===== src/rtl/aabb_collision_table_defines.svh =====
// ----------------------------------------------------------------------------
// AABB collision table assertion macros
// Shared concurrent assertion forms, clocked on clk, disabled in reset.
// ----------------------------------------------------------------------------
`ifndef AABB_COLLISION_TABLE_DEFINES_SVH
`define AABB_COLLISION_TABLE_DEFINES_SVH

// invariant that holds at every edge out of reset
`define ACT_ASSERT_ALWAYS(lbl, expr, msg) \
  lbl: assert property (@(posedge clk) disable iff (!rst_n) (expr)) else $error(msg);

// same-cycle implication
`define ACT_ASSERT_IMPL(lbl, ante, cons, msg) \
  lbl: assert property (@(posedge clk) disable iff (!rst_n) (ante) |-> (cons)) else $error(msg);

`endif


===== src/rtl/act_pkg.sv =====
// ----------------------------------------------------------------------------
// AABB collision table package
// Opcodes, result kinds, status codes and fixed field widths.
// ----------------------------------------------------------------------------
package act_pkg;

  localparam logic [1:0] OP_ADD    = 2'd0;
  localparam logic [1:0] OP_REMOVE = 2'd1;
  localparam logic [1:0] OP_QUERY  = 2'd2;
  localparam logic [1:0] OP_UNUSED = 2'd3;

  localparam logic [1:0] KIND_HIT     = 2'd0;
  localparam logic [1:0] KIND_SUMMARY = 2'd1;
  localparam logic [1:0] KIND_ACK     = 2'd2;

  localparam logic [1:0] ST_OK       = 2'd0;
  localparam logic [1:0] ST_PRESENT  = 2'd1;
  localparam logic [1:0] ST_FULL     = 2'd2;
  localparam logic [1:0] ST_NOTFOUND = 2'd3;

  localparam int ID_W   = 16;
  localparam int SIZE_W = 12;
  localparam int MASK_W = 8;
  localparam int DIR_W  = 5;
  localparam int OUT_W  = 32;

  localparam logic [3:0] TENTH_STEPS = 4'd10;

endpackage


===== src/rtl/aabb_collision_table.sv =====
// ----------------------------------------------------------------------------
// AABB collision table
// Ordered table of boxes with add, remove and collision query.
// ----------------------------------------------------------------------------
//  channel  dir  tdata                                  tuser    tlast
//  in_      in   id, pos_x, pos_y, w, h, mask, solid    opcode   -
//  out_     out  status, other_id, collided, solid,     kind     last
//                dir_x, dir_y
//
//  Add/remove: scan the entries in order to find the id; remove then moves
//  each later entry down one place before the acknowledge.
//  Query: scan the entries in order; each hit squares the x then y offset
//  in the shift-add squarer, then runs the shared add/compare unit per axis.
//  Not ready while an item is in progress. Reset empties the table at once.
//  A stalled output holds the sequencer until the result is taken.
// ----------------------------------------------------------------------------
`include "aabb_collision_table_defines.svh"

module aabb_collision_table #(
  parameter int TABLE_DEPTH = 32,
  parameter int COORD_WIDTH = 16
) (
  input  logic                clk,
  input  logic                rst_n,
  input  logic                in_tvalid,
  output logic                in_tready,
  // id, pos_x, pos_y, box_width, box_height, channel_mask, solid_flag
  input  logic [((49 + 2 * COORD_WIDTH + 7) / 8) * 8 - 1:0] in_tdata,
  input  logic [1:0]          in_tuser,   // opcode
  output logic                out_tvalid,
  input  logic                out_tready,
  // status, other_id, collided, other_solid, dir_x_tenths, dir_y_tenths
  output logic [act_pkg::OUT_W-1:0] out_tdata,
  output logic [1:0]          out_tuser,  // result_kind
  output logic                out_tlast
);

  localparam int CW   = COORD_WIDTH;
  localparam int IDXW = $clog2(TABLE_DEPTH);
  localparam int CNTW = $clog2(TABLE_DEPTH + 1);
  localparam int EW   = ((CW > act_pkg::SIZE_W) ? CW : act_pkg::SIZE_W) + 2;
  localparam int DW   = EW + 1;
  localparam int MW   = EW;
  localparam int SW   = 2 * MW;
  localparam int AW   = SW + 10;
  localparam int MCW  = $clog2(MW + 1);
  localparam int OX   = act_pkg::ID_W;
  localparam int OY   = OX + CW;
  localparam int OWD  = OY + CW;
  localparam int OHT  = OWD + act_pkg::SIZE_W;
  localparam int OMK  = OHT + act_pkg::SIZE_W;
  localparam int OSL  = OMK + act_pkg::MASK_W;

  typedef struct packed {
    logic [act_pkg::ID_W-1:0]   id;
    logic [CW-1:0]              x;
    logic [CW-1:0]              y;
    logic [act_pkg::SIZE_W-1:0] w;
    logic [act_pkg::SIZE_W-1:0] h;
    logic [act_pkg::MASK_W-1:0] ch;
    logic                       solid;
  } entry_t;

  typedef enum logic [3:0] {
    S_IDLE, S_FIND, S_SHIFT, S_ACK, S_SCAN, S_SQ, S_TEN, S_HIT, S_SUM
  } state_t;

  entry_t tbl_r [TABLE_DEPTH];

  state_t                     state_r, state_nxt;
  logic [CNTW-1:0]            cnt_r, cnt_nxt, idx_r, idx_nxt;
  logic [1:0]                 op_r, op_nxt, status_r, status_nxt;
  entry_t                     q_r, q_nxt;
  logic                       hit_r, hit_nxt, lsolid_r, lsolid_nxt;
  logic [act_pkg::ID_W-1:0]   lid_r, lid_nxt;
  logic [act_pkg::DIR_W-1:0]  ldx_r, ldx_nxt, ldy_r, ldy_nxt;
  logic signed [DW-1:0]       vx_r, vx_nxt, vy_r, vy_nxt;
  logic [SW-1:0]              mcand_r, mcand_nxt, prod_r, prod_nxt;
  logic [MW-1:0]              mplier_r, mplier_nxt;
  logic [MCW-1:0]             mcnt_r, mcnt_nxt;
  logic [SW-1:0]              ax_r, ax_nxt, ay_r, ay_nxt;
  logic [SW:0]                s_r, s_nxt;
  logic                       sel_y_r, sel_y_nxt;
  logic [AW-1:0]              acc_r, acc_nxt, d_r, d_nxt, rr_r, rr_nxt;
  logic [3:0]                 k_r, k_nxt, t_r, t_nxt;
  logic                       out_valid_r, out_valid_nxt, out_last_r, out_last_nxt;
  logic [1:0]                 out_kind_r, out_kind_nxt;
  logic [act_pkg::OUT_W-1:0]  out_data_r, out_data_nxt;

  logic                       wr_en;
  logic [IDXW-1:0]            wr_idx, rd_idx;
  entry_t                     wr_data, rd_e;
  logic                       can_load, step_le;
  logic signed [EW-1:0]       qr, qb, qcx, qcy, el, et, er, eb, ecx, ecy;
  logic [3:0]                 t_fin;
  logic signed [DW-1:0]       vsel;
  logic [act_pkg::DIR_W-1:0]  dir;
  logic [SW-1:0]              sq_res;
  logic [MW-1:0]              mag_y;
  logic [AW-1:0]              s_ext;

  function automatic logic [MW-1:0] mag(input logic signed [DW-1:0] v);
    logic signed [DW-1:0] n;
    n = -v;
    return v[DW-1] ? n[MW-1:0] : v[MW-1:0];
  endfunction

  function automatic logic [AW-1:0] times400(input logic [SW-1:0] a);
    logic [AW-1:0] e;
    e = AW'(a);
    return (e << 8) + (e << 7) + (e << 4);
  endfunction

  assign in_tready  = (state_r == S_IDLE);
  assign out_tvalid = out_valid_r;
  assign out_tdata  = out_data_r;
  assign out_tuser  = out_kind_r;
  assign out_tlast  = out_last_r;
  assign can_load   = !out_valid_r || out_tready;

  assign rd_idx = (state_r == S_SHIFT) ? idx_r[IDXW-1:0] + IDXW'(1) : idx_r[IDXW-1:0];
  assign rd_e   = tbl_r[rd_idx];

  assign qr  = EW'(signed'(q_r.x)) + EW'({1'b0, q_r.w});
  assign qb  = EW'(signed'(q_r.y)) + EW'({1'b0, q_r.h});
  assign qcx = EW'(signed'(q_r.x)) + EW'({1'b0, q_r.w[act_pkg::SIZE_W-1:1]});
  assign qcy = EW'(signed'(q_r.y)) + EW'({1'b0, q_r.h[act_pkg::SIZE_W-1:1]});
  assign el  = EW'(signed'(rd_e.x));
  assign et  = EW'(signed'(rd_e.y));
  assign er  = el + EW'({1'b0, rd_e.w});
  assign eb  = et + EW'({1'b0, rd_e.h});
  assign ecx = el + EW'({1'b0, rd_e.w[act_pkg::SIZE_W-1:1]});
  assign ecy = et + EW'({1'b0, rd_e.h[act_pkg::SIZE_W-1:1]});

  assign step_le = (acc_r <= rr_r);
  assign t_fin   = t_r + {3'b0, step_le};
  assign vsel    = sel_y_r ? vy_r : vx_r;
  assign dir     = (vsel == '0) ? '0 :
                   (vsel[DW-1] ? -{1'b0, t_fin} : {1'b0, t_fin});
  assign sq_res  = mplier_r[0] ? prod_r + mcand_r : prod_r;
  assign mag_y   = mag(vy_r);
  assign s_ext   = AW'(s_r);

  always_comb begin
    state_nxt = state_r;   cnt_nxt = cnt_r;       idx_nxt = idx_r;
    op_nxt = op_r;         status_nxt = status_r; q_nxt = q_r;
    hit_nxt = hit_r;       lsolid_nxt = lsolid_r; lid_nxt = lid_r;
    ldx_nxt = ldx_r;       ldy_nxt = ldy_r;       vx_nxt = vx_r;
    vy_nxt = vy_r;         mcand_nxt = mcand_r;   prod_nxt = prod_r;
    mplier_nxt = mplier_r; mcnt_nxt = mcnt_r;     ax_nxt = ax_r;
    ay_nxt = ay_r;         s_nxt = s_r;           sel_y_nxt = sel_y_r;
    acc_nxt = acc_r;       d_nxt = d_r;           rr_nxt = rr_r;
    k_nxt = k_r;           t_nxt = t_r;
    out_valid_nxt = out_valid_r && !out_tready;
    out_kind_nxt = out_kind_r; out_data_nxt = out_data_r; out_last_nxt = out_last_r;
    wr_en = 1'b0; wr_idx = idx_r[IDXW-1:0]; wr_data = rd_e;

    case (state_r)
      S_IDLE: begin
        if (in_tvalid) begin
          op_nxt   = in_tuser;
          q_nxt    = '{id: in_tdata[OX-1:0], x: in_tdata[OY-1:OX], y: in_tdata[OWD-1:OY],
                       w: in_tdata[OHT-1:OWD], h: in_tdata[OMK-1:OHT],
                       ch: in_tdata[OSL-1:OMK], solid: in_tdata[OSL]};
          idx_nxt  = '0;
          hit_nxt  = 1'b0; lid_nxt = '0; lsolid_nxt = 1'b0; ldx_nxt = '0; ldy_nxt = '0;
          case (in_tuser)
            act_pkg::OP_ADD, act_pkg::OP_REMOVE: state_nxt = S_FIND;
            act_pkg::OP_QUERY:                   state_nxt = S_SCAN;
            default:                             state_nxt = S_IDLE;
          endcase
        end
      end
      S_FIND: begin
        if (idx_r == cnt_r) begin
          state_nxt = S_ACK;
          if (op_r == act_pkg::OP_REMOVE) begin
            status_nxt = act_pkg::ST_NOTFOUND;
          end else if (cnt_r == CNTW'(TABLE_DEPTH)) begin
            status_nxt = act_pkg::ST_FULL;
          end else begin
            status_nxt = act_pkg::ST_OK;
            wr_en = 1'b1; wr_idx = cnt_r[IDXW-1:0]; wr_data = q_r;
            cnt_nxt = cnt_r + CNTW'(1);
          end
        end else if (rd_e.id == q_r.id) begin
          if (op_r == act_pkg::OP_REMOVE) begin
            state_nxt = S_SHIFT;
          end else begin
            status_nxt = act_pkg::ST_PRESENT;
            state_nxt  = S_ACK;
          end
        end else begin
          idx_nxt = idx_r + CNTW'(1);
        end
      end
      S_SHIFT: begin
        if (idx_r + CNTW'(1) < cnt_r) begin
          wr_en = 1'b1; wr_data = rd_e;
          idx_nxt = idx_r + CNTW'(1);
        end else begin
          cnt_nxt = cnt_r - CNTW'(1);
          status_nxt = act_pkg::ST_OK;
          state_nxt = S_ACK;
        end
      end
      S_ACK: begin
        if (can_load) begin
          out_valid_nxt = 1'b1; out_kind_nxt = act_pkg::KIND_ACK; out_last_nxt = 1'b1;
          out_data_nxt = act_pkg::OUT_W'(status_r);
          state_nxt = S_IDLE;
        end
      end
      S_SCAN: begin
        if (idx_r == cnt_r) begin
          state_nxt = S_SUM;
        end else if (rd_e.id == q_r.id || q_r.ch == '0 || (q_r.ch & rd_e.ch) == '0 ||
                     !(EW'(signed'(q_r.x)) < er && qr > el &&
                       EW'(signed'(q_r.y)) < eb && qb > et)) begin
          idx_nxt = idx_r + CNTW'(1);
        end else begin
          hit_nxt = 1'b1; lid_nxt = rd_e.id; lsolid_nxt = rd_e.solid;
          vx_nxt = DW'(ecx) - DW'(qcx);
          vy_nxt = DW'(ecy) - DW'(qcy);
          mcand_nxt = SW'(mag(DW'(ecx) - DW'(qcx)));
          mplier_nxt = mag(DW'(ecx) - DW'(qcx));
          prod_nxt = '0; mcnt_nxt = '0; sel_y_nxt = 1'b0;
          state_nxt = S_SQ;
        end
      end
      S_SQ: begin
        prod_nxt = sq_res; mcand_nxt = mcand_r << 1; mplier_nxt = mplier_r >> 1;
        mcnt_nxt = mcnt_r + MCW'(1);
        if (mcnt_r == MCW'(MW - 1)) begin
          prod_nxt = '0; mcnt_nxt = '0;
          if (!sel_y_r) begin
            ax_nxt = sq_res; sel_y_nxt = 1'b1;
            mcand_nxt = SW'(mag_y); mplier_nxt = mag_y;
          end else begin
            ay_nxt = sq_res; sel_y_nxt = 1'b0;
            s_nxt = {1'b0, ax_r} + {1'b0, sq_res};
            acc_nxt = AW'({1'b0, ax_r} + {1'b0, sq_res});
            d_nxt = AW'({1'b0, ax_r} + {1'b0, sq_res}) << 3;
            rr_nxt = times400(ax_r);
            k_nxt = 4'd1; t_nxt = '0;
            state_nxt = S_TEN;
          end
        end
      end
      S_TEN: begin
        t_nxt = t_fin; acc_nxt = acc_r + d_r; d_nxt = d_r + (s_ext << 3);
        k_nxt = k_r + 4'd1;
        if (k_r == act_pkg::TENTH_STEPS) begin
          if (!sel_y_r) begin
            ldx_nxt = dir; sel_y_nxt = 1'b1;
            acc_nxt = s_ext; d_nxt = s_ext << 3; rr_nxt = times400(ay_r);
            k_nxt = 4'd1; t_nxt = '0;
          end else begin
            ldy_nxt = dir; sel_y_nxt = 1'b0;
            state_nxt = S_HIT;
          end
        end
      end
      S_HIT: begin
        if (can_load) begin
          out_valid_nxt = 1'b1; out_kind_nxt = act_pkg::KIND_HIT; out_last_nxt = 1'b0;
          out_data_nxt = {2'b00, ldy_r, ldx_r, lsolid_r, 1'b1, lid_r, act_pkg::ST_OK};
          idx_nxt = idx_r + CNTW'(1);
          state_nxt = S_SCAN;
        end
      end
      S_SUM: begin
        if (can_load) begin
          out_valid_nxt = 1'b1; out_kind_nxt = act_pkg::KIND_SUMMARY; out_last_nxt = 1'b1;
          out_data_nxt = {2'b00, ldy_r, ldx_r, lsolid_r, hit_r, lid_r, act_pkg::ST_OK};
          state_nxt = S_IDLE;
        end
      end
      default: state_nxt = S_IDLE;
    endcase
  end

  always_ff @(posedge clk) begin
    if (wr_en) begin
      tbl_r[wr_idx] <= wr_data;
    end
  end

  always_ff @(posedge clk) begin
    if (!rst_n) begin
      state_r <= S_IDLE;
      cnt_r <= '0;
      out_valid_r <= 1'b0;
    end else begin
      state_r <= state_nxt;
      cnt_r <= cnt_nxt;
      out_valid_r <= out_valid_nxt;
    end
    idx_r <= idx_nxt;       op_r <= op_nxt;         status_r <= status_nxt;
    q_r <= q_nxt;           hit_r <= hit_nxt;       lsolid_r <= lsolid_nxt;
    lid_r <= lid_nxt;       ldx_r <= ldx_nxt;       ldy_r <= ldy_nxt;
    vx_r <= vx_nxt;         vy_r <= vy_nxt;         mcand_r <= mcand_nxt;
    prod_r <= prod_nxt;     mplier_r <= mplier_nxt; mcnt_r <= mcnt_nxt;
    ax_r <= ax_nxt;         ay_r <= ay_nxt;         s_r <= s_nxt;
    sel_y_r <= sel_y_nxt;   acc_r <= acc_nxt;       d_r <= d_nxt;
    rr_r <= rr_nxt;         k_r <= k_nxt;           t_r <= t_nxt;
    out_kind_r <= out_kind_nxt; out_data_r <= out_data_nxt; out_last_r <= out_last_nxt;
  end

  `ACT_ASSERT_ALWAYS(a_cnt_bound, cnt_r <= CNTW'(TABLE_DEPTH), "entry count above depth")
  `ACT_ASSERT_IMPL(a_cnt_step, cnt_r != $past(cnt_r), cnt_r == $past(cnt_r) + CNTW'(1) || cnt_r == $past(cnt_r) - CNTW'(1), "entry count jumped")
  `ACT_ASSERT_IMPL(a_hit_not_last, out_valid_r && out_kind_r == act_pkg::KIND_HIT, !out_last_r, "hit item marked last")
  `ACT_ASSERT_IMPL(a_dir_range, out_valid_r && out_kind_r == act_pkg::KIND_HIT, $signed(out_data_r[24:20]) >= -5'sd10 && $signed(out_data_r[24:20]) <= 5'sd10 && $signed(out_data_r[29:25]) >= -5'sd10 && $signed(out_data_r[29:25]) <= 5'sd10, "direction out of range")

endmodule

===== config.mk =====
export PLATFORM = sky130hd
export DESIGN_NAME = aabb_collision_table
export DESIGN_NICKNAME = d
export VERILOG_FILES = /design/src/rtl/act_pkg.sv /design/src/rtl/aabb_collision_table.sv
export VERILOG_INCLUDE_DIRS = /design/src /design/src/rtl
export SDC_FILE = /design/constraint.sdc
export NUM_CORES = 2
export LEC_CHECK = 0
export BUFFER_PORTS_ARGS = -buffer_cell sky130_fd_sc_hd__buf_2
export CAP_MARGIN = 25
export CORE_MARGIN = 3
export CORE_UTILIZATION = 47
export CTS_BUF_LIST = sky130_fd_sc_hd__clkbuf_4
export CTS_CLUSTER_SIZE = 16
export DETAILED_ROUTE_END_ITERATION = 8
export GPL_TIMING_DRIVEN = 0
export SYNTH_ARGS = -nofsm -noshare
export SYNTH_HDL_FRONTEND = slang
export SYNTH_SLANG_ARGS = --single-unit
export TNS_END_PERCENT = 100

===== constraint.sdc =====
create_clock -name clk -period 19.8 [get_ports clk]
set_input_delay 1.98 -clock clk [delete_from_list [all_inputs] [get_ports clk]]
set_output_delay 1.98 -clock clk [all_outputs]
set_load 0.03 [all_outputs]

# Word level (Yosys, flattened, before mapping)
# Memory sizes are Yosys's and may differ from the RTL's.
# Cells that the tools add are included.
# word_totals
word_cells	297
register_bits	552
inputBits	94
out_inout_bits	37
mem_count	1
ramBits	2592
# classes
reduce_logical	45
mux	137
n_bitwise	4
n_lt_le_gt_ge	6
n_addsub	29
eq_ne	39
# mem_list
memory	depth	width	rd	rd_clocked_by_memory_dff	write_ports	line	source
tbl_r	32	81	1	0	1	aabb_collision_table.sv:68	entry_t tbl_r [TABLE_DEPTH];
# op_table
op	n
$mux W46	12
$mux W81	4
$mux W36	8
$pmux W46 S2	3
$pmux W36 S2	2
$mux W18	6
$mux W32	3
$pmux W32 S3	1
$add A45 B40 Y46	2
$add A44 B43 Y45	2
$mux W4	20
$mux W5	15
$add A36 B36 Y37	2
$add A16 B12 Y17	4
$add A16 B13 Y17	4
$mux W6	11
$mux W16	3
$add A46 B40 Y46	1
$add A46 B46 Y46	1
$le A46 B46 Y1	1
$add A36 B36 Y36	1
$ne A2 B2 Y1 const B	18
$neg A18 Y18	2
$pmux W18 S2	1
other kinds (56)	133

# Depth between registers and ports, before layout
# An unclocked memory read counts as a cell.
# depth
ltp_word	13
depth_mapped	42
depth_no_buf	32

# Least setup slack after synthesis
# OpenSTA, ideal clock, no wires.
# synth_timing
kind	register -> register
from	register idx_r[0]
to	register mcand_r[0], enable pin
period_less_slack_ns	15.408
stages_incl_launch_ff	41
arrival_time_ns	14.728
required_ns	19.120
setup_ns	0.680
n_path_buf	10
slack_ns	4.392
path_cell_list	edfxtp_1 -> ha_1 -> buf_2 -> buf_2 -> nand2_1 -> clkbuf_1 -> clkbuf_1 -> buf_2 -> buf_2 -> nand2_1 -> buf_1 -> buf_1 -> clkbuf_1 -> mux4_2 -> mux4_2 -> mux2i_1 -> inv_1 -> ha_1 -> [5 not listed] -> a21oi_1 -> o21bai_1 -> a21oi_1 -> nor2_1 -> or3_1 -> a21oi_1 -> nor2_1 -> xor2_1 -> ha_1 -> a21o_1 -> nand2_1 -> a31oi_1 -> a21oi_1 -> and3_1 -> nand4_1 -> or4b_1 -> buf_2 -> o21ai_0
# synth_via
elab_chain_cells	12
elab_cells_between_ends	23
classes_between	3 x add/sub; 4 x order compare; 4 x eq/ne; 1 x mux; 1 x bitwise; 9 x reduce/logical; 1 x memory
# synth_lines
element	line	source
start: declaration	aabb_collision_table.sv:71	logic [CNTW-1:0] cnt_r, cnt_nxt, idx_r, idx_nxt;
start signal: assignment	aabb_collision_table.sv:299	idx_r <= idx_nxt; op_r <= op_nxt; status_r <= status_nxt;
$add A5 B1 Y5	aabb_collision_table.sv:121	assign rd_idx = (state_r == S_SHIFT) ? idx_r[IDXW-1:0] + IDXW'(1) : idx_r[IDXW-1:0];
$mux W5	aabb_collision_table.sv:121	
$mem_v2 Z32 W81	--	
$add A16 B13 Y17	aabb_collision_table.sv:130	assign er = el + EW'({1'b0, rd_e.w});
$lt A16 B17 Y1	aabb_collision_table.sv:218	!(EW'(signed'(q_r.x)) < er && qr > el &&
$logic_and A1 B1 Y1 (2 in a row)	aabb_collision_table.sv:218	
$logic_and A1 B1 Y1	aabb_collision_table.sv:219	EW'(signed'(q_r.y)) < eb && qb > et)) begin
$logic_not A1 Y1	aabb_collision_table.sv:218	
$logic_or A1 B1 Y1	aabb_collision_table.sv:217	end else if (rd_e.id == q_r.id || q_r.ch == '0 || (q_r.ch & rd_e.ch) == '0 ||
$ne A2 B2 Y1 (no line)	--	
$reduce_and A3 Y1 (no line) *	--	
end signal: assignment	aabb_collision_table.sv:302	vx_r <= vx_nxt; vy_r <= vy_nxt; mcand_r <= mcand_nxt;
end: declaration	aabb_collision_table.sv:78	logic [SW-1:0] mcand_r, mcand_nxt, prod_r, prod_nxt;
# Mark *: on every way between the ends. The rest lies on a longest branch, timed or not.
# A chain may end at the register's enable or synchronous reset.

# Worst setup path after layout
# layout_timing
from	register idx_r[0]
to	register mplier_r[2], enable pin
# layout_via
elab_chain_cells	12
elab_cells_between_ends	23
classes_between	3 x add/sub; 4 x order compare; 4 x eq/ne; 1 x mux; 1 x bitwise; 9 x reduce/logical; 1 x memory
# layout_lines
element	line	source
$add A5 B1 Y5	aabb_collision_table.sv:121	
$mux W5	aabb_collision_table.sv:121	
$mem_v2 Z32 W81	--	
$add A16 B13 Y17	aabb_collision_table.sv:130	
$lt A16 B17 Y1	aabb_collision_table.sv:218	
$logic_and A1 B1 Y1 (2 in a row)	aabb_collision_table.sv:218	
$logic_and A1 B1 Y1	aabb_collision_table.sv:219	
$logic_not A1 Y1	aabb_collision_table.sv:218	
$logic_or A1 B1 Y1	aabb_collision_table.sv:217	
$ne A2 B2 Y1 (no line)	--	
$reduce_and A3 Y1 (no line) *	--	
end signal: assignment	aabb_collision_table.sv:303	prod_r <= prod_nxt; mplier_r <= mplier_nxt; mcnt_r <= mcnt_nxt;
end: declaration	aabb_collision_table.sv:79	logic [MW-1:0] mplier_r, mplier_nxt;
# Marked as above.

==> metrics.md <==
| Metric | Value |
|---|---|
| FILL cells | `25,022` |
| CTS sink count | `3,134` |
| Synth cell types | `96` |
| Unrepaired setup endpoints after global routing | `false` |
| Synth Instances | `9,383` |
| P&R area growth vs syn | `16.0%` |
| Post-Synthesis Cell Area | `147,000 um2` |
| Post_cts resized | `0` |
| Commonest non-fill, non-tap cell in the layout | `edfxtp_1` |
| CP endpoint kind | `flop` |
| Die height | `565 um` |
| Final ANT Viol Nets | `0` |
| 1st-pass router iterations | `8` |
| Initial Util | `0.474` |
| Count of pins over their slew limit | `0` |
| Worst-path maximum fanout | `31` |
| Core Area | `310,000 um2` |
| CTS tree | `yes` |
| Clk buf depth | `4` |
| Buffers on Ports | `121` |
| Number of flops mapped to enable cells by yosys | `~3,100` |
| Chip width | `565 um` |
| Slowest stage delay, CP | `just over 800 ps` |
| Post-cts hold buffer count | `0` |
| Worst Setup Path Type | `flop to flop` |
| Tmin final | `15,000 ps` |
| Vias in the first global route | `96,402` |
| Drt total wl | `497 mm` |
| CTS HTree Levels | `6` |
| Cell mode on critical path | `buf_2` |
| Gpl congestion | `0.967` |
| Row cnt | `slightly above 200` |
| Initial DRC Count | `13,960` |
| Largest net degree at the start of global routing | `64` |
| Most frequent cells in the layout | `3,123 x edfxtp_1, 1,165 x clkbuf_4, 725 x mux4_2` |
| CP arrival | `16,230 ps` |
| Startpoint Class | `flop` |
| Layout cells sized above 1 | `0.254` |
| Final Util | `0.550` |
| Post-DR wirelength/cell | `32.1 um` |
| Max-slew headroom | `0.129` |
| DP Wirelength | `358 mm` |
| Hold Fails Final Rpt | `0` |
| Register Area | `94,000 um2` |
| Die area | `320,000 um2` |
| Crit path max-delay cell type | `o21ai_4` |
| Clock Tree Root | `clkbuf_4` |
| Number of max-cap violations | `0` |
| Vias post-DR | `97,904` |
| First-pass GRT wire length | `between 600 and 700 mm` |
| Num ports | `131` |
| Yosys warns | `0` |
| Period utilisation layout | `0.758` |
| Status | `complete, no violations` |
| Mean post-synth cell area | `between 15 and 20 um2` |
| Max Clk Rate | `66.7 MHz` |
| Nets | `around 11,000` |
| Latest clock arrival within the worst-skew pair | `1640 ps` |
| Synth Flop Type | `edfxtp_1` |
| Total track usage | `0.308` |
| Remaining global-route overflow | `0` |
| Hold Crit Class | `flop to flop` |
| Remaining DRCs | `0` |
| DR vias/cell | `6.33` |
| Setup bufs post-CTS | `0` |
| Dpl cell area | `between 150,000 and 200,000 um2` |
| # setup viols final | `0` |
| Inserted Clock Buffers | `806` |
| Worst-path clk slew | `60 ps` |
| Design area | `between 150,000 and 200,000 um2` |
| Sequential fraction of the synthesis area | `0.639` |
| Final Skew | `109 ps` |
| Actual slew at the worst max-slew pin | `1310 ps` |
| Initial antenna violation count | `17` |
| Required @ worst endpoint | `21,030 ps` |
| #FFs+latches synth | `3,134` |
| Area occupied by multi-input gates | `roughly 50,000 um2` |
| FFs w/ async S/R, synth | `0` |
metrics by stage:
| step | hold WS [ps] | instances | worst slack [ps] | setup TNS (ps) |
|---|---|---|---|---|
| 2_1_floorplan | 491 | 9384 | 4390 | 0 |
| 3_3_place_gp | 499 | 13625 | -4820 | -2328380 |
| 3_5_place_dp | 504 | 14049 | 4940 | 0 |
| 4_1_cts | 362 | 15437 | 4810 | 0 |
| 5_1_grt | 475 | 15462 | 4420 | 0 |
| 6_report | 494 | 15473 | 4800 | 0 |
critical path: cells and delay by family, from the launching register on:
family,cells,cell delay [ps]
compound gates,13,3630
simple gates,6,2350
flops,1,520
buf+inv,13,5400
mux,3,1540
fa+ha+maj,3,1090
sequential cells by signal, summed over array words and instances, names as in the netlist, 30 cells and up:
| register | count |
|---|---|
| out_tdata | 30 |
| s_r | 37 |
| ay_r | 36 |
| acc_r | 46 |
| mcand_r | 36 |
| rr_r | 41 |
| tbl_r | 2592 |
| prod_r | 36 |
| ax_r | 36 |
| q_r | 81 |
| d_r | 43 |
per-layer routing:
metal	vias up	wire length, um	global-route usage
met5	-	88	0
met4	12	22400	0.128
met3	1181	57900	0.0835
met2	6314	217000	0.453
met1	49886	200000	0.434
li1	40511	-	-
Yosys cell counts (32+ instances only):
| cell | number | share of area |
|---|---|---|
| buf_1 | 98 | 0.0025 |
| mux4_2 | 725 | 0.11 |
| mux2i_1 | 157 | 0.011 |
| xor2_1 | 106 | 0.0063 |
| o21ai_0 | 318 | 0.011 |
| nand2b_1 | 137 | 0.0058 |
| a311oi_1 | 45 | 0.0027 |
| nor3_1 | 94 | 0.0032 |
| or3_1 | 36 | 0.0015 |
| nor2_1 | 453 | 0.012 |
| nand3_1 | 163 | 0.0055 |
| buf_2 | 86 | 0.0029 |
| a22oi_1 | 60 | 0.0031 |
| o21bai_1 | 70 | 0.0036 |
| inv_1 | 350 | 0.0089 |
| a31oi_1 | 36 | 0.0015 |
| nand2_1 | 582 | 0.015 |
| o221ai_1 | 68 | 0.0041 |
| ha_1 | 461 | 0.039 |
| fa_1 | 117 | 0.016 |
| o21a_1 | 55 | 0.0028 |
| xnor2_1 | 220 | 0.013 |
| clkbuf_1 | 254 | 0.0065 |
| edfxtp_1 | 3123 | 0.64 |
| nand4_1 | 43 | 0.0018 |
| a21o_1 | 118 | 0.0060 |
| and2_1 | 75 | 0.0032 |
| and3_1 | 38 | 0.0016 |
| nor4_1 | 32 | 0.0014 |
| o211ai_1 | 35 | 0.0018 |
| mux2_2 | 66 | 0.0051 |
| a21oi_1 | 489 | 0.017 |
| o22ai_1 | 134 | 0.0057 |
| a211o_1 | 32 | 0.0019 |
| nor2b_1 | 94 | 0.0040 |
| a211oi_1 | 99 | 0.0051 |
final cells by class:
type	count	share of cell area
well taps	4120	0.0302
inverters	352	0.00778
plain buffers	459	0.0115
clock inverters	225	0.00770
flip-flops and latches	3134	0.551
multi-input cells	5439	0.295
diodes	13	0.000191
repair buffers	568	0.0449
clock buffers	1163	0.0512
kinds of logic after synthesis:
kind of cell | share of synthesized area
mux | 0.127
fa+ha+maj | 0.0552
xor+xnor | 0.0194
compound gates | 0.0781
flops | 0.639
simple gates | 0.0588
buf+inv | 0.0223
other cells | 0.0000255
final timing paths:
| check | start | endpoint | slack, ps | depth (start not counted) |
|---|---|---|---|---|
| worst max register to register | idx_r[0]$_SDFFCE_PN0P_ | mplier_r[2]$_DFFE_PP_ | 4800 | 38 |
| worst max-delay path | idx_r[0]$_SDFFCE_PN0P_ | mplier_r[2]$_DFFE_PP_ | 4800 | 38 |
| worst min-delay path | ldx_r[1]$_DFFE_PP_ | out_tdata[21]$_SDFFCE_PP0P_ | 490 | 1 |
| worst min register to register | ldx_r[1]$_DFFE_PP_ | out_tdata[21]$_SDFFCE_PP0P_ | 490 | 1 |
Power is not shown: default switching activity piles up to over one toggle a cycle in this logic, so the estimate is an artifact.
